$ cat src/design/wtpc_pkg.sv
`timescale 1ns / 1ps
// wtpc_pkg: widths, fixed-point constants, codes and the pipeline tag type
// for the wind turbine power curve unit; no dependencies

package wtpc_pkg;

   localparam int SPEED_W  = 16;
   localparam int RECIP_W  = 16;
   localparam int CAP_W    = 20;
   localparam int POWER_W  = 28;
   localparam int REGION_W = 2;

   localparam int DEFAULT_EXP_TABLE_ENTRIES = 64;
   localparam int DEFAULT_FRACTION_BITS     = 15;

   // configuration
   localparam int CSR_INDEX_W = 1;
   localparam int CSR_DATA_W  = 20;
   localparam logic [CSR_INDEX_W-1:0] CSR_DESIGN_SPEED_RECIP = 1'd0;
   localparam logic [CSR_INDEX_W-1:0] CSR_CAPACITY_KW        = 1'd1;
   localparam logic [RECIP_W-1:0] RECIP_RESET = 16'd8192;
   localparam logic [CAP_W-1:0]   CAP_RESET   = 20'd0;

   // curve region codes
   localparam logic [REGION_W-1:0] REGION_NONE  = 2'd0;
   localparam logic [REGION_W-1:0] REGION_BELOW = 2'd1;
   localparam logic [REGION_W-1:0] REGION_ABOVE = 2'd2;

   // normalized speed, signed Q.24
   localparam int SPROD_W = SPEED_W + RECIP_W;
   localparam int X_W     = SPROD_W + 1;
   localparam logic signed [X_W-1:0] ONE_Q24   = 33'sd16777216;
   localparam logic signed [X_W-1:0] X_MIN_Q24 = -33'sd12750684;
   localparam logic signed [X_W-1:0] X_MAX_Q24 = 33'sd11408506;

   localparam int MAG_W = 24;
   localparam int SQ_W  = 24;
   localparam int U_W   = 27;
   localparam int A_W   = 28;
   localparam int Q24_SHIFT = 24;
   localparam logic [A_W-1:0] A_BELOW_Q24 = 28'd100258630;
   localparam logic [A_W-1:0] A_ABOVE_Q24 = 28'd156070723;

   // index = u*(N-1)/(9*2^7), division by nine through a reciprocal
   localparam int SPAN_SHIFT = 7;
   localparam int SPAN_DIV   = 9;
   localparam int RECIP9_W     = 30;
   localparam int RECIP9_SHIFT = 33;
   localparam logic [RECIP9_W-1:0] RECIP9 = 30'd954437176;

   localparam int ROM_FRAC_W = 16;
   localparam int EXP_W      = 31;

   // output coefficients, Q.30
   localparam int COEF_W     = 31;
   localparam int COEF_SHIFT = 30;
   localparam int FRAC30_W   = 32;
   localparam logic [COEF_W-1:0] C_BELOW_Q30 = 31'd1108885394;
   localparam logic [COEF_W-1:0] D_BELOW_Q30 = 31'd35143570;
   localparam logic [COEF_W-1:0] C_ABOVE_Q30 = 31'd173452254;
   localparam logic [COEF_W-1:0] D_ABOVE_Q30 = 31'd900289570;

   localparam int POWER_FRAC = 8;

   typedef struct packed {
      logic                valid;
      logic                live;
      logic [REGION_W-1:0] region;
   } wtpc_tag_type;

endpackage

$ cat src/design/wtpc_scale.sv
`timescale 1ns / 1ps
// wtpc_scale: interpolation, branch coefficients and capacity scaling
// three stages ending in the output register; depends on wtpc_pkg

module wtpc_scale
   import wtpc_pkg::*;
#(
   parameter int FRACTION_BITS = DEFAULT_FRACTION_BITS
) (
   input  logic                  clock,
   input  logic                  reset,
   input  logic                  enable,
   input  wtpc_tag_type          in_tag,
   input  logic [EXP_W-1:0]      entry_a,
   input  logic [EXP_W-1:0]      entry_b,
   input  logic [ROM_FRAC_W-1:0] fr,
   input  logic                  last,
   input  logic [CAP_W-1:0]      capacity,
   output logic                  out_valid,
   output logic [POWER_W-1:0]    power,
   output logic [REGION_W-1:0]   region
);

   localparam int INTERP_W = EXP_W + ROM_FRAC_W;
   localparam int CP_W     = COEF_W + EXP_W;
   localparam int FRAC_W   = FRACTION_BITS + 1;
   localparam int PW_W     = CAP_W + FRAC_W;
   localparam int P_SHIFT  = FRACTION_BITS - POWER_FRAC;

   // stage 9: interpolation
   wtpc_tag_type        tag9_ff;
   logic [EXP_W-1:0]    e9_ff;
   logic [EXP_W-1:0]    e9_in;
   logic [EXP_W-1:0]    diff;
   logic [INTERP_W-1:0] interp_prod;

   always_comb begin
      diff        = entry_a - entry_b;
      interp_prod = INTERP_W'(diff) * INTERP_W'(fr);
      if (last || (entry_a <= entry_b)) begin
         e9_in = entry_a;
      end else begin
         e9_in = entry_a - interp_prod[INTERP_W-1:ROM_FRAC_W];
      end
   end

   // stage 10: power fraction
   wtpc_tag_type        tag10_ff;
   logic [FRAC_W-1:0]   frac10_ff;
   logic [FRAC_W-1:0]   frac10_in;
   logic [COEF_W-1:0]   c_coef;
   logic [CP_W-1:0]     c_prod;
   logic [FRAC30_W-1:0] scaled;
   logic [FRAC30_W-1:0] frac30;

   always_comb begin
      c_coef = (tag9_ff.region == REGION_ABOVE) ? C_ABOVE_Q30 : C_BELOW_Q30;
      c_prod = CP_W'(c_coef) * CP_W'(e9_ff);
      scaled = c_prod[CP_W-1:COEF_SHIFT];
      if (tag9_ff.region == REGION_ABOVE) begin
         frac30 = scaled + FRAC30_W'(D_ABOVE_Q30);
      end else if (scaled > FRAC30_W'(D_BELOW_Q30)) begin
         frac30 = scaled - FRAC30_W'(D_BELOW_Q30);
      end else begin
         frac30 = '0;
      end
      frac10_in = frac30[COEF_SHIFT:COEF_SHIFT-FRACTION_BITS];
   end

   // stage 11: capacity, output register
   logic                valid11_ff;
   logic [POWER_W-1:0]  power11_ff;
   logic [POWER_W-1:0]  power11_in;
   logic [REGION_W-1:0] region11_ff;
   logic [PW_W-1:0]     p_prod;

   always_comb begin
      p_prod = PW_W'(capacity) * PW_W'(frac10_ff);
      if (tag10_ff.live) begin
         power11_in = p_prod[P_SHIFT+POWER_W-1:P_SHIFT];
      end else begin
         power11_in = '0;
      end
   end

   always_ff @(posedge clock) begin
      if (reset) begin
         tag9_ff    <= '0;
         tag10_ff   <= '0;
         valid11_ff <= 1'b0;
      end else if (enable) begin
         tag9_ff    <= in_tag;
         tag10_ff   <= tag9_ff;
         valid11_ff <= tag10_ff.valid;
      end
   end

   always_ff @(posedge clock) begin
      if (enable) begin
         e9_ff       <= e9_in;
         frac10_ff   <= frac10_in;
         power11_ff  <= power11_in;
         region11_ff <= tag10_ff.region;
      end
   end

   assign out_valid = valid11_ff;
   assign power     = power11_ff;
   assign region    = region11_ff;

endmodule
$ cat config.mk
export PLATFORM = sky130hd
export DESIGN_NAME = wtpc_scale
export DESIGN_NICKNAME = d
export VERILOG_FILES = /design/src/design/wtpc_pkg.sv /design/src/design/wtpc_scale.sv
export SDC_FILE = /design/constraint.sdc
export NUM_CORES = 2
export LEC_CHECK = 0
export BUFFER_PORTS_ARGS = -buffer_cell sky130_fd_sc_hd__buf_4
export CORE_MARGIN = 5
export CORE_UTILIZATION = 40
export CTS_BUF_LIST = sky130_fd_sc_hd__clkbuf_4 sky130_fd_sc_hd__clkbuf_8 sky130_fd_sc_hd__clkbuf_16
export DETAILED_ROUTE_END_ITERATION = 10
export PLACE_DENSITY_LB_ADDON = 0.3
export SETUP_SLACK_MARGIN = 0.15
export SLEW_MARGIN = 20
export SYNTH_ARGS = -nofsm -noshare
export SYNTH_HDL_FRONTEND = slang
export SYNTH_SLANG_ARGS = --single-unit
$ cat constraint.sdc
create_clock -name clock -period 14.9 [get_ports clock]
set_input_delay 4.47 -clock clock [delete_from_list [all_inputs] [get_ports clock]]
set_output_delay 4.47 -clock clock [all_outputs]
set_load 0.05 [all_outputs]
==> Yosys cells after proc, flatten, opt, wreduce, memory -nomap -nowiden <==
Cells that the tools add are included.
{ "totals": {"in_bits": 106, "register_bits": 86, "out_inout_bits": 31, "word_cells": 26} }
{ "op_classes": {"magnitude_cmp": 2, "addsub": 4, "n_mul": 3, "muxes": 4, "n_reduce_logical": 1, "eq_ne": 1} }
{ "ops": {"columns": ["operator", "n"], "rows": [
  ["$mux 31", 4],
  ["$mul 31x31->62", 1],
  ["$sub 31x31->31", 2],
  ["$mul 31x16->47", 1],
  ["$mul 20x16->35", 1],
  ["$gt 32x26->1 const B", 1],
  ["$add 31x30->31 const B", 1],
  ["$le 31x31->1", 1],
  ["$sub 31x26->31 const B", 1],
  ["$eq 2x2->1 const B", 1],
  ["$logic_or 1x1->1", 1]
]} }

==> Depth between registers and ports, before layout <==
{ "depth": {"word_depth": 6, "ltp_mapped": 54} }

==> Worst setup path after synthesis <==
OpenSTA, ideal clock, no wires.
{ "synth_path": {"kind": "input port to flip-flop", "start": "input port entry_a[0]", "end": "register e9_ff[22], data pin", "required_time_ps": 14640, "path_slack_ps": 17, "path_buffers": 1, "stages": 48, "t_arrival_ps": 14624, "setup_time_ps": 260, "cell_sequence": "inv_1 > ha_1 > fa_1 > nor2b_1 > o21ai_0 > a21boi_0 > o21ai_0 > a21boi_0 > o21ai_0 > nand2b_1 > nand3_1 > nand2_1 > a21o_1 > a21oi_1 > xnor2_1 > clkbuf_1 > nand2_1 > fa_1 > [... 12 more ...] > a21o_1 > a21oi_1 > o21ai_0 > o21a_1 > o21a_1 > or2_2 > ha_1 > o21a_1 > nor2_1 > nor2_1 > a22oi_1 > nand2_1 > o41ai_1 > nor2b_1 > o21a_1 > or3_1 > nor2b_1 > mux2_2"} }
{ "synth_via": {"elab_chain_len": 4} }
{ "synth_lines": {"columns": ["element", "line_no", "text"], "rows": [
  ["from (decl)", "wtpc_scale.sv:14", "input logic [EXP_W-1:0] entry_a,"],
  ["$sub 31x31->31", "wtpc_scale.sv:38", "diff = entry_a - entry_b;"],
  ["$mul 31x16->47", "wtpc_scale.sv:39", "interp_prod = INTERP_W'(diff) * INTERP_W'(fr);"],
  ["$sub 31x31->31", "wtpc_scale.sv:43", "e9_in = entry_a - interp_prod[INTERP_W-1:ROM_FRAC_W];"],
  ["$mux 31 (*)", "wtpc_scale.sv:40", "if (last || (entry_a <= entry_b)) begin"],
  ["via e9_in[22]", "wtpc_scale.sv:33", "logic [EXP_W-1:0] e9_in;"],
  ["to (signal assigned)", "wtpc_scale.sv:100", "e9_ff <= e9_in;"],
  ["to (decl)", "wtpc_scale.sv:32", "logic [EXP_W-1:0] e9_ff;"]
]} }
The timed path passes the listed nets; every way through them passes the cells marked *.
A chain may end at the register's enable or synchronous reset.

==> Worst setup path in the final report <==
{ "layout_path": {"start": "input port entry_a[0]", "end": "register e9_ff[27], data pin"} }
The elaborated chain is that of the path after synthesis.

==> flow_metrics.py <==
metrics = {
    "routing": {
        "drc": 0,
        "wl_mm": 146,
        "post_drt_wl_per_cell_um": 19.3,
        "firstDrtPassIters": 6,
        "via_count": 38300,
        "final_antenna_net_count": 0,
        "dr.first_iter.drc_count": 2553,
        "routed_via_density": 5.04,
    },
    "finish": {
        "drive_above_1_share": 0.0961,
        "stdcell_area_um2": 57200,
        "area_delta_synth_final_pct": 10.1,
        "finalNetCount": 7756,
        "postLayoutCoreUtil": 0.442,
    },
    "synth": {
        "synth_top_area_frac": 0.449,
        "yosysUniqueCellTypes": 101,
        "syn_avg_cell_area_um2": 9.24,
        "ys_ff_latch": 86,
        "ys.flop_type": "edfxtp_1",
        "netlist_instances": 5622,
        "yosysSeqAreaShare": 0.0480,
        "yosysWarnings": 0,
        "synthTopCellsByArea": "fa_1 (45%), ha_1 (15%), inv_1 (10%), nand2_1 (4.5%), edfxtp_1 (4.5%)",
        "synth_edf_count": 77,
        "synth_most_common_cell": "inv_1",
        "synth_area_leader_cell": "fa_1",
        "syn_area_um2": 51900,
        "synthArstFlopShare": 0,
        "netlist_top_cells_count": "inv_1 (1,447), fa_1 (1,164), ha_1 (634)",
    },
    "place": {
        "place_area_um2": 56200,
        "dp_hpwl_mm": 124,
        "place_congestion": 0.930,
        "portBuffers": 136,
    },
    "cts": {
        "clock-sinks": 86,
        "cts_hold_buf": 0,
        "tritoncts": "built",
        "clockBufferDepth": 2,
        "cts_root_buf": "clkbuf_16",
        "h-tree-depth": 3,
        "cts_buffers": 9,
        "path_clk_slew_ps": 80,
        "clk_latency_ps": 420,
    },
    "sta": {
        "finClkSkew_ps": 26.7,
        "fmax_mhz": 69.5,
        "tightest_slew_ps": 1030,
        "rsz0062_at_grt": "true",
        "drv_slew": 0,
        "min_period_ps": 14380,
        "slew_headroom": 0.316,
        "hold_viol": 0,
        "period_share": 0.965,
        "finalSetupViolCount": 0,
    },
    "floorplan": {
        "die_w_um": 370,
        "ioPinCount": 137,
        "die_h_um": 370,
        "core-area_um2": 129000,
        "row_count": 132,
        "die_area_um2": 137000,
        "initial_core_util": 0.402,
    },
    "grt": {
        "grt_pass1_wl_mm": 234,
        "grt_max_degree": 56,
        "grt_pass1_vias": 41700,
        "grt-ovfl-total": 0,
        "antenna_found_initial": 5,
        "track_usage": 0.218,
    },
    "critical_path": {
        "crit_slowest_cell": "fa_1",
        "criticalPathCategory": "input port to register",
        "critPathRequiredTime_ps": 15060,
        "cpPeakStageDelay_ps": 580,
        "critPathLaunchType": "input port",
        "crit_path_end_kind": "register",
        "arrival_ps": 14540,
        "cp_max_fo": 4,
    },
    "job": {
        "cap_viol_max_count": 0,
    },
    "outcome": {
        "status": "complete, no violations",
    },
    "min_path": {
        "hold_class": "register to register",
    },
}
[layer usage]
metal | up-vias | wire (um) | global-route usage
li1 | 17500 | - | -
met1 | 19500 | 63500 | 0.296
met2 | 1070 | 71900 | 0.380
met3 | 210 | 7090 | 0.0204
met4 | 0 | 3940 | 0.0505
met5 | - | 0 | 0
[layout by cell type, fill, tap and decap left out, types with 14 or more instances in the layout]
cell type  netlist  routed
nor2_1         141     138
xnor2_1         98      94
o21a_1          27      27
nand3_1         55      53
buf_4            1     381
nand4_1         32      32
and3_1          17      16
o21bai_1        21      19
inv_1         1447    1443
nor2b_1         61      56
mux2_2          26      25
a21o_1          66      66
fa_1          1164    1158
xor2_1          45      44
o21ai_1         11      17
o21ai_0         90      76
a21oi_1        149     136
and2_1         338     338
nand2_1        619     618
nor3_1          48      47
nand2b_1        32      32
edfxtp_1        77      77
ha_1           634     626
a21oi_2          3      15
a211oi_1        16      14
a31oi_1         18      16
[cell type report]
| class | count | area [um2] |
|---|---|---|
| Sequential cell | 86 | 2490 |
| Clock inverter | 7 | 80.1 |
| Fill cell | 12600 | 72100 |
| Inverter | 1447 | 5430 |
| Tap cell | 1742 | 2180 |
| Multi-Input combinational cell | 3915 | 43800 |
| Clock buffer | 9 | 225 |
| Antenna cell | 1 | 2.50 |
| Timing Repair Buffer | 393 | 3020 |
[worst paths after layout]
check / from / end / slack [ps] / cells past startpoint
setup reg to reg: tag9_ff[1]$_SDFFE_PP0P_ / frac10_ff[15]$_DFFE_PP_ / 3780 / 29
setup / recovery: entry_a[0] / e9_ff[27]$_DFFE_PP_ / 520 / 52
hold / removal: tag10_ff[1]$_SDFFE_PP0P_ / region[1]$_DFFE_PP_ / 430 / 0
hold reg to reg: tag10_ff[1]$_SDFFE_PP0P_ / region[1]$_DFFE_PP_ / 430 / 0
[flip-flops by register name, summed over array words and instances, names as in the netlist]
name,cells
tag10_ff,4
e9_ff,31
out_valid,1
frac10_ff,16
power,28
region,2
tag9_ff,4
[logic make-up after synthesis]
group | Yosys count | synth area share
buf+inv | 1623 | 0.118
xor+xnor | 146 | 0.0253
simple gates | 1413 | 0.134
mux | 36 | 0.00756
fa+ha+maj | 1798 | 0.601
flops | 86 | 0.0480
compound gates | 518 | 0.0664
other cells | 2 | 0.000145
[repair_timing]
action                                  CTS  global route
pin swaps                                 1           103
setup buffers                             0            25
endpoints found under the setup margin    9            13
gates resized for setup                   8           103
[worst max-delay path: cells and delay by family]
kind,cells,cell delay (ps)
multiplexers,1,250
adder cells (fa/ha/maj),10,4160
AO/OA/AOI/OAI,17,2900
XOR/XNOR,3,630
AND/OR/NAND/NOR,10,1080
buffers and inverters,11,1050
[through the flow]
stage / hold slack, ps / worst slack [ps] / TNS [ps] / cells
after CTS: 433 / 162 / 0 / 7573
after global placement: 414 / -538 / -3230 / 7557
after detailed placement: 417 / -655 / -4740 / 7557
after floorplan: 408 / 163 / 0 / 5624
final: 433 / 520 / 0 / 7600
after global routing: 442 / -36.5 / -36.5 / 7600
Power is not shown: default switching activity piles up to over one toggle a cycle in this logic, so the estimate is an artifact.
