## src/design/wtpc_pkg.sv

```systemverilog
`timescale 1ns / 1ps
// wtpc_pkg: widths, fixed-point constants, codes and the pipeline tag type
// for the wind turbine power curve unit; no dependencies

package wtpc_pkg;

   localparam int SPEED_W  = 16;
   localparam int RECIP_W  = 16;
   localparam int CAP_W    = 20;
   localparam int POWER_W  = 28;
   localparam int REGION_W = 2;

   localparam int DEFAULT_EXP_TABLE_ENTRIES = 64;
   localparam int DEFAULT_FRACTION_BITS     = 15;

   // configuration
   localparam int CSR_INDEX_W = 1;
   localparam int CSR_DATA_W  = 20;
   localparam logic [CSR_INDEX_W-1:0] CSR_DESIGN_SPEED_RECIP = 1'd0;
   localparam logic [CSR_INDEX_W-1:0] CSR_CAPACITY_KW        = 1'd1;
   localparam logic [RECIP_W-1:0] RECIP_RESET = 16'd8192;
   localparam logic [CAP_W-1:0]   CAP_RESET   = 20'd0;

   // curve region codes
   localparam logic [REGION_W-1:0] REGION_NONE  = 2'd0;
   localparam logic [REGION_W-1:0] REGION_BELOW = 2'd1;
   localparam logic [REGION_W-1:0] REGION_ABOVE = 2'd2;

   // normalized speed, signed Q.24
   localparam int SPROD_W = SPEED_W + RECIP_W;
   localparam int X_W     = SPROD_W + 1;
   localparam logic signed [X_W-1:0] ONE_Q24   = 33'sd16777216;
   localparam logic signed [X_W-1:0] X_MIN_Q24 = -33'sd12750684;
   localparam logic signed [X_W-1:0] X_MAX_Q24 = 33'sd11408506;

   localparam int MAG_W = 24;
   localparam int SQ_W  = 24;
   localparam int U_W   = 27;
   localparam int A_W   = 28;
   localparam int Q24_SHIFT = 24;
   localparam logic [A_W-1:0] A_BELOW_Q24 = 28'd100258630;
   localparam logic [A_W-1:0] A_ABOVE_Q24 = 28'd156070723;

   // index = u*(N-1)/(9*2^7), division by nine through a reciprocal
   localparam int SPAN_SHIFT = 7;
   localparam int SPAN_DIV   = 9;
   localparam int RECIP9_W     = 30;
   localparam int RECIP9_SHIFT = 33;
   localparam logic [RECIP9_W-1:0] RECIP9 = 30'd954437176;

   localparam int ROM_FRAC_W = 16;
   localparam int EXP_W      = 31;

   // output coefficients, Q.30
   localparam int COEF_W     = 31;
   localparam int COEF_SHIFT = 30;
   localparam int FRAC30_W   = 32;
   localparam logic [COEF_W-1:0] C_BELOW_Q30 = 31'd1108885394;
   localparam logic [COEF_W-1:0] D_BELOW_Q30 = 31'd35143570;
   localparam logic [COEF_W-1:0] C_ABOVE_Q30 = 31'd173452254;
   localparam logic [COEF_W-1:0] D_ABOVE_Q30 = 31'd900289570;

   localparam int POWER_FRAC = 8;

   typedef struct packed {
      logic                valid;
      logic                live;
      logic [REGION_W-1:0] region;
   } wtpc_tag_type;

endpackage

```

## src/design/wtpc_norm.sv

```systemverilog
`timescale 1ns / 1ps
// wtpc_norm: speed normalization, band check, square and curve scaling
// four pipeline stages; depends on wtpc_pkg

module wtpc_norm
   import wtpc_pkg::*;
(
   input  logic               clock,
   input  logic               reset,
   input  logic               enable,
   input  logic               in_valid,
   input  logic [SPEED_W-1:0] speed,
   input  logic [RECIP_W-1:0] recip,
   output wtpc_tag_type       tag,
   output logic [U_W-1:0]     u
);

   localparam int SQP_W = 2 * MAG_W;
   localparam int UP_W  = SQ_W + A_W;

   // stage 1: speed times reciprocal
   logic               valid1_ff;
   logic [SPROD_W-1:0] prod1_ff;
   logic [SPROD_W-1:0] prod1_in;

   assign prod1_in = SPROD_W'(speed) * SPROD_W'(recip);

   always_ff @(posedge clock) begin
      if (reset) begin
         valid1_ff <= 1'b0;
      end else if (enable) begin
         valid1_ff <= in_valid;
      end
   end

   always_ff @(posedge clock) begin
      if (enable) begin
         prod1_ff <= prod1_in;
      end
   end

   // stage 2: offset, band check, magnitude
   logic signed [X_W-1:0] x;
   logic signed [X_W-1:0] x_neg;
   logic                  inband;
   wtpc_tag_type          tag2_ff;
   wtpc_tag_type          tag2_in;
   logic [MAG_W-1:0]      mag2_ff;
   logic [MAG_W-1:0]      mag2_in;

   always_comb begin
      x       = $signed({1'b0, prod1_ff}) - ONE_Q24;
      x_neg   = -x;
      inband  = (x >= X_MIN_Q24) && (x <= X_MAX_Q24);
      mag2_in = x[X_W-1] ? x_neg[MAG_W-1:0] : x[MAG_W-1:0];
      tag2_in.valid = valid1_ff;
      tag2_in.live  = inband;
      if (!inband) begin
         tag2_in.region = REGION_NONE;
      end else if (x[X_W-1] || (x == '0)) begin
         tag2_in.region = REGION_BELOW;
      end else begin
         tag2_in.region = REGION_ABOVE;
      end
   end

   // stage 3: square
   wtpc_tag_type      tag3_ff;
   logic [SQ_W-1:0]   sq3_ff;
   logic [SQ_W-1:0]   sq3_in;
   logic [SQP_W-1:0]  sq_prod;

   assign sq_prod = SQP_W'(mag2_ff) * SQP_W'(mag2_ff);
   assign sq3_in  = sq_prod[Q24_SHIFT+SQ_W-1:Q24_SHIFT];

   // stage 4: branch coefficient
   wtpc_tag_type     tag4_ff;
   logic [U_W-1:0]   u4_ff;
   logic [U_W-1:0]   u4_in;
   logic [A_W-1:0]   a_coef;
   logic [UP_W-1:0]  u_prod;

   assign a_coef = (tag3_ff.region == REGION_ABOVE) ? A_ABOVE_Q24 : A_BELOW_Q24;
   assign u_prod = UP_W'(sq3_ff) * UP_W'(a_coef);
   assign u4_in  = u_prod[Q24_SHIFT+U_W-1:Q24_SHIFT];

   always_ff @(posedge clock) begin
      if (reset) begin
         tag2_ff <= '0;
         tag3_ff <= '0;
         tag4_ff <= '0;
      end else if (enable) begin
         tag2_ff <= tag2_in;
         tag3_ff <= tag2_ff;
         tag4_ff <= tag3_ff;
      end
   end

   always_ff @(posedge clock) begin
      if (enable) begin
         mag2_ff <= mag2_in;
         sq3_ff  <= sq3_in;
         u4_ff   <= u4_in;
      end
   end

   assign tag = tag4_ff;
   assign u   = u4_ff;

endmodule

```

## config.mk

```make
export PLATFORM = sky130hd
export DESIGN_NAME = wtpc_norm
export DESIGN_NICKNAME = d
export VERILOG_FILES = /design/src/design/wtpc_pkg.sv /design/src/design/wtpc_norm.sv
export SDC_FILE = /design/constraint.sdc
export NUM_CORES = 2
export LEC_CHECK = 0
export BUFFER_PORTS_ARGS = -buffer_cell sky130_fd_sc_hd__buf_4
export CAP_MARGIN = 20
export CORE_MARGIN = 5
export CORE_UTILIZATION = 58
export CTS_CLUSTER_SIZE = 25
export DETAILED_ROUTE_END_ITERATION = 12
export GPL_TIMING_DRIVEN = 0
export PLACE_DENSITY_LB_ADDON = 0.25
export SYNTH_ARGS = -nofsm -noshare
export SYNTH_HDL_FRONTEND = slang
export SYNTH_SLANG_ARGS = --single-unit
```

## constraint.sdc

```tcl
create_clock -name clock -period 19 [get_ports clock]
set_clock_uncertainty 0.05 [all_clocks]
set_input_delay 1.9 -clock clock [delete_from_list [all_inputs] [get_ports clock]]
set_output_delay 1.9 -clock clock [all_outputs]
set_load 0.01 [all_outputs]
```

Word-level counts from Yosys, hierarchy flattened
Index checks and enable logic that the tools add are counted.
{"block": "totals", "ff_bits": 120, "input_bits": 36, "elab_cells": 29}
{"block": "classes", "n_addsub": 2, "mul": 3, "order_cmp": 2, "eq_ne": 1, "mux": 4, "n_reduce_logical": 3}
{"cell": "24-bit by 28-bit multiplier with 51-bit output", "count": 1}
{"cell": "24-bit by 24-bit multiplier with 48-bit output", "count": 1}
{"cell": "33-bit by 25-bit >= comparator with 1-bit output, second input constant", "count": 1}
{"cell": "33-bit by 25-bit less-or-equal comparator with 1-bit output, second input constant", "count": 1}
{"cell": "33-bit zero test", "count": 1}
{"cell": "32-bit by 25-bit subtractor with 33-bit output, second input constant", "count": 1}
{"cell": "16-bit by 16-bit multiplier with 32-bit output", "count": 1}
{"cell": "28-bit two-way mux", "count": 1}
{"cell": "24-bit two-way mux", "count": 1}
{"cell": "24-bit negation", "count": 1}
{"cell": "2-bit two-way mux", "count": 2}
{"cell": "2-bit == test, second input constant", "count": 1}
{"cell": "1-bit logical AND", "count": 1}
{"cell": "1-bit logical OR", "count": 1}

Logic depth before layout (Yosys ltp)
{"block": "logic_depth", "depth_word": 5, "depth_mapped": 28}

Least setup slack after synthesis
OpenSTA, ideal clock, no wires.
{"block": "synth_timing", "path_type": "input to register", "start": "input port speed[12]", "end": "register prod1_ff[31] (data pin)", "t_arrival_ps": 7663, "required_ps": 18690, "setup_slack_ps": 11027, "stages": 23, "cell_sequence": "clkbuf_1 > nand2_1 > fa_1 > inv_1 > fa_1 > inv_1 > fa_1 > inv_1 > fa_1 > inv_1 > fa_1 > inv_1 > fa_1 > ha_1 > a21oi_1 > a21oi_1 > o211a_1 > or3b_2 > o31ai_1 > o211a_1 > o21bai_1 > a21oi_1 > xnor2_1"}
{"block": "synth_between", "elab_chain_len": 1}
{"item": "start, declared", "line": "wtpc_norm.sv:12", "rtl": "input logic [SPEED_W-1:0] speed,"}
{"item": "16-bit by 16-bit multiplier with 32-bit output", "line": "wtpc_norm.sv:26", "rtl": "assign prod1_in = SPROD_W'(speed) * SPROD_W'(recip);"}
{"item": "net prod1_in[31]", "line": "wtpc_norm.sv:24", "rtl": "logic [SPROD_W-1:0] prod1_in;"}
{"item": "end signal, assigned", "line": "wtpc_norm.sv:38", "rtl": "prod1_ff <= prod1_in;"}
{"item": "end, declared", "line": "wtpc_norm.sv:23", "rtl": "logic [SPROD_W-1:0] prod1_ff;"}
The timed path passes the listed nets, and every way through them passes these cells.
A chain may end at the register's enable or synchronous reset.

Worst setup path in the final report
{"block": "layout_timing", "start": "register tag3_ff[1] in the netlist's numbering", "end": "register u4_ff[21], in the netlist u[21] (data pin)"}
{"block": "layout_between", "elab_chain_len": 3}
{"item": "start, declared", "line": "wtpc_norm.sv:68", "rtl": "wtpc_tag_type tag3_ff;"}
{"item": "start signal, assigned", "line": "wtpc_norm.sv:94", "rtl": "tag3_ff <= tag2_ff;"}
{"item": "2-bit == test", "line": "wtpc_norm.sv:83", "rtl": "assign a_coef = (tag3_ff.region == REGION_ABOVE) ? A_ABOVE_Q24 : A_BELOW_Q24;"}
{"item": "28-bit two-way mux", "line": "wtpc_norm.sv:83"}
{"item": "24-bit by 28-bit multiplier with 51-bit output", "line": "wtpc_norm.sv:84", "rtl": "assign u_prod = UP_W'(sq3_ff) * UP_W'(a_coef);"}
{"item": "net u_prod[45]", "line": "wtpc_norm.sv:81", "rtl": "logic [UP_W-1:0] u_prod;"}
{"item": "end signal, assigned", "line": "wtpc_norm.sv:103", "rtl": "u4_ff <= u4_in;"}
{"item": "end, declared", "line": "wtpc_norm.sv:78", "rtl": "logic [U_W-1:0] u4_ff;"}
The timed path passes the listed nets, and every way through them passes these cells.

==> metrics.cfg <==
[run_status]
status=finished, final reports clean

[route]
routedWlPerCell_um=18.4
ant_nets=0
vias=28389
drt-initial-drc-count=1808
drt_wl_total_um=98300
drc_errors=0
first_pass_iters=5
viasPerCell=5.32

[critical_path]
crit_path_max_fanout=10
crit_type=flop to flop
crit_path_frequent_cell=fa_1
required_ns=19.17
r2r_setup_slack_ns=9.37
worstSetupStartpointType=flop
cp.arrival_ns=9.80
r2r_end=u[21]$_DFFE_PP_
cpPeakStageDelay_ns=0.71
crit_path_cell_trace=nor2b_1, clkbuf_1, clkbuf_1, and2_1, fa_1, inv_1, fa_1, fa_1, fa_1, inv_1, fa_1, fa_1, fa_1, ha_1, a21oi_1, o21ai_0, a2111oi_0, a221o_1, a21bo_2, o21ai_0, o31ai_1, o21ai_0, xor2_1
reg2reg_from=tag3_ff[1]$_SDFFE_PP0P_
critPathCaptureType=flop
critical_path.slowest_cell=clkbuf_1
rr_worst_depth=23

[cts]
cts_setup_buffers=0
cts.sinks=120
holdBufCountCts=0
post_cts_resized=0
clk_pin_slew_ns=0.07
h-tree-depth=4
cts_buffers=17
clock_path_buffers=2
cts_tree=done
clk_latency_ns=0.47
clockRootBuffer=clkbuf_16

[synth]
netlist_instances=4278
synthArstFlopShare=0
netlist_top_cells_count=1302 x inv_1, 967 x fa_1, 556 x ha_1, 371 x nand2_1, 223 x and2_1
yosysMostFrequentCell=inv_1
ys.flop_type=edfxtp_1
synth-seq-cells=120
synth_area_sq_um=42000
yosys.area.top_type_share=0.461
avgSynthCellArea_sq_um=9.82
synth_area_leaders=fa_1 46%, ha_1 17%, inv_1 12%, edfxtp_1 7.7%, and2_1 3.3%
ys_seq_area_frac=0.0827
ys.warnings.count=0
yosysTopAreaCell=fa_1
synth_edf_count=107
synth_cell_types=80

[layout]
final_core_util=0.619
finalNonFillerCells=5340
n_antenna_cell=0
layout-drive-gt1-share=0.0276
nNetsFinal=5936
fill_cells=6111
area_growth_pct=5.47
design_area_sq_um=44300

[timing]
max_slew.worst_pin.slew_ns=0.994
tns_ns=0
maxSlewHeadroom=0.336
rsz0062_at_grt=no
fin_crit_ns=9.63
maxSlewViolCount=0
hold_violations=0
period_share=0.507
setup_viol_count_final=0
clock.fmax_mhz=104

[floorplanning]
core_sq_um=71600
die_area_sq_um=77900
io_pins=67
die_x_um=279
die_h_um=279
rows=98
start_util=0.586

[global_routing]
top_usage_layer=met2
grt_max_degree=77
grtUsageTotal=0.265
grt_util_met1=0.370
grt_use_met3=0.0713
grt_pass1_vias=31127
grt_pass1_wl_um=163000
use_met2=0.418
antenna_found_initial=0
grt-ovfl-total=0

[hold_path]
min_delay_path_depth=2
min_from=tag2_ff[0]$_SDFFE_PP0P_
holdPathEnd=tag2_ff[0]$_SDFFE_PP0P_
hp-class=flop to flop

[place]
numPlacedInstances=5308
gp_congestion=0.943
placement.io_buffers=66
placed_area_sq_um=43800
dpl.hpwl_um=86100

[job]
drv_cap=0

placed cells by master, fill, tap and decap left out, types with 7 or more instances in the layout:
cell type     n
nand4_1      16
xor2_1       36
nor3_1       12
ha_1        556
a31oi_1       9
conb_1       15
mux2i_1      11
and3_1        9
fa_1        967
o21bai_1      9
a21oi_1      89
a211oi_1     10
a21o_1       44
xnor2_1      74
dfxtp_1      13
inv_1      1302
nor2b_1      12
edfxtp_1    107
nor2_1       94
buf_4        66
nand2b_1     15
nand3_1      25
o21ai_0      57
o31ai_1       7
or3_1        11
clkbuf_16    17
nand2_1     371
clkbuf_1     94
and2_1      223
or2_2        10
cells by family (layout without fill, tap and decap cells):
| group | Yosys count | in the layout | synth area share |
|---|---|---|---|
| xor+xnor | 110 | 110 | 0.0229 |
| other cells | 2 | 15 | 0.000179 |
| compound gates | 285 | 285 | 0.0436 |
| mux | 12 | 12 | 0.00289 |
| fa+ha+maj | 1523 | 1523 | 0.627 |
| buf+inv | 1399 | 1498 | 0.125 |
| simple gates | 827 | 827 | 0.0961 |
| flops | 120 | 120 | 0.0827 |
sequential cells by signal, indices dropped and copies added (netlist names):
register	cells
tag	4
prod1_ff	32
mag2_ff	24
u	27
sq3_ff	24
tag3_ff	4
valid1_ff	1
tag2_ff	4
metal layers:
layer / wire length (um) / share of wire
met3: 8650 / 0.088
met4: 2510 / 0.025
met5: 0 / 0
met2: 45600 / 0.46
met1: 41500 / 0.42
how the worst max path moves through the flow:
| stage | cells past startpoint | slack [ns] | startpoint | endpoint |
|---|---|---|---|---|
| floorplan | 23 | 11.03 | speed[12] | prod1_ff[31]$_DFFE_PP_ |
| global placement | 23 | 9.62 | tag3_ff[1]$_SDFFE_PP0P_ | u[21]$_DFFE_PP_ |
| detailed placement | 23 | 9.62 | tag3_ff[1]$_SDFFE_PP0P_ | u[21]$_DFFE_PP_ |
| CTS | 23 | 9.59 | tag3_ff[1]$_SDFFE_PP0P_ | u[21]$_DFFE_PP_ |
| global route | 23 | 9.05 | tag3_ff[1]$_SDFFE_PP0P_ | u[21]$_DFFE_PP_ |
| finish | 23 | 9.37 | tag3_ff[1]$_SDFFE_PP0P_ | u[21]$_DFFE_PP_ |
critical path, delay by kind of cell, from the launching register on:
| family | cells | cell delay [ns] |
|---|---|---|
| AOI/OAI and AO/OA | 8 | 3.00 |
| xor gates and xnor gates | 1 | 0.18 |
| adders and majority gates | 8 | 3.80 |
| buffers and inverters | 4 | 1.39 |
| DFF | 1 | 0.39 |
| and+or+nand+nor | 2 | 0.55 |
cell type report:
| cell class | instances | area, sq um | area share |
|---|---|---|---|
| multi-input cells | 2772 | 33300 | 0.752 |
| flip-flops and latches | 120 | 3470 | 0.0784 |
| repair buffers | 67 | 523 | 0.0118 |
| clock buffers | 18 | 429 | 0.00969 |
| well taps | 950 | 1190 | 0.0268 |
| inverters | 1303 | 4890 | 0.110 |
| clock inverters | 14 | 109 | 0.00246 |
| plain buffers | 96 | 360 | 0.00813 |
stage by stage:
stage / worst slack [ns] / hold WS [ns]
CTS: 9.59 / 0.418
floorplan: 11.03 / 0.387
detailed placement: 9.62 / 0.408
finish: 9.37 / 0.417
global route: 9.05 / 0.453
global placement: 9.62 / 0.408
Power is left out: the tool's default activity adds up to more than one toggle a clock period on the data nets, which glitch-free logic cannot reach.
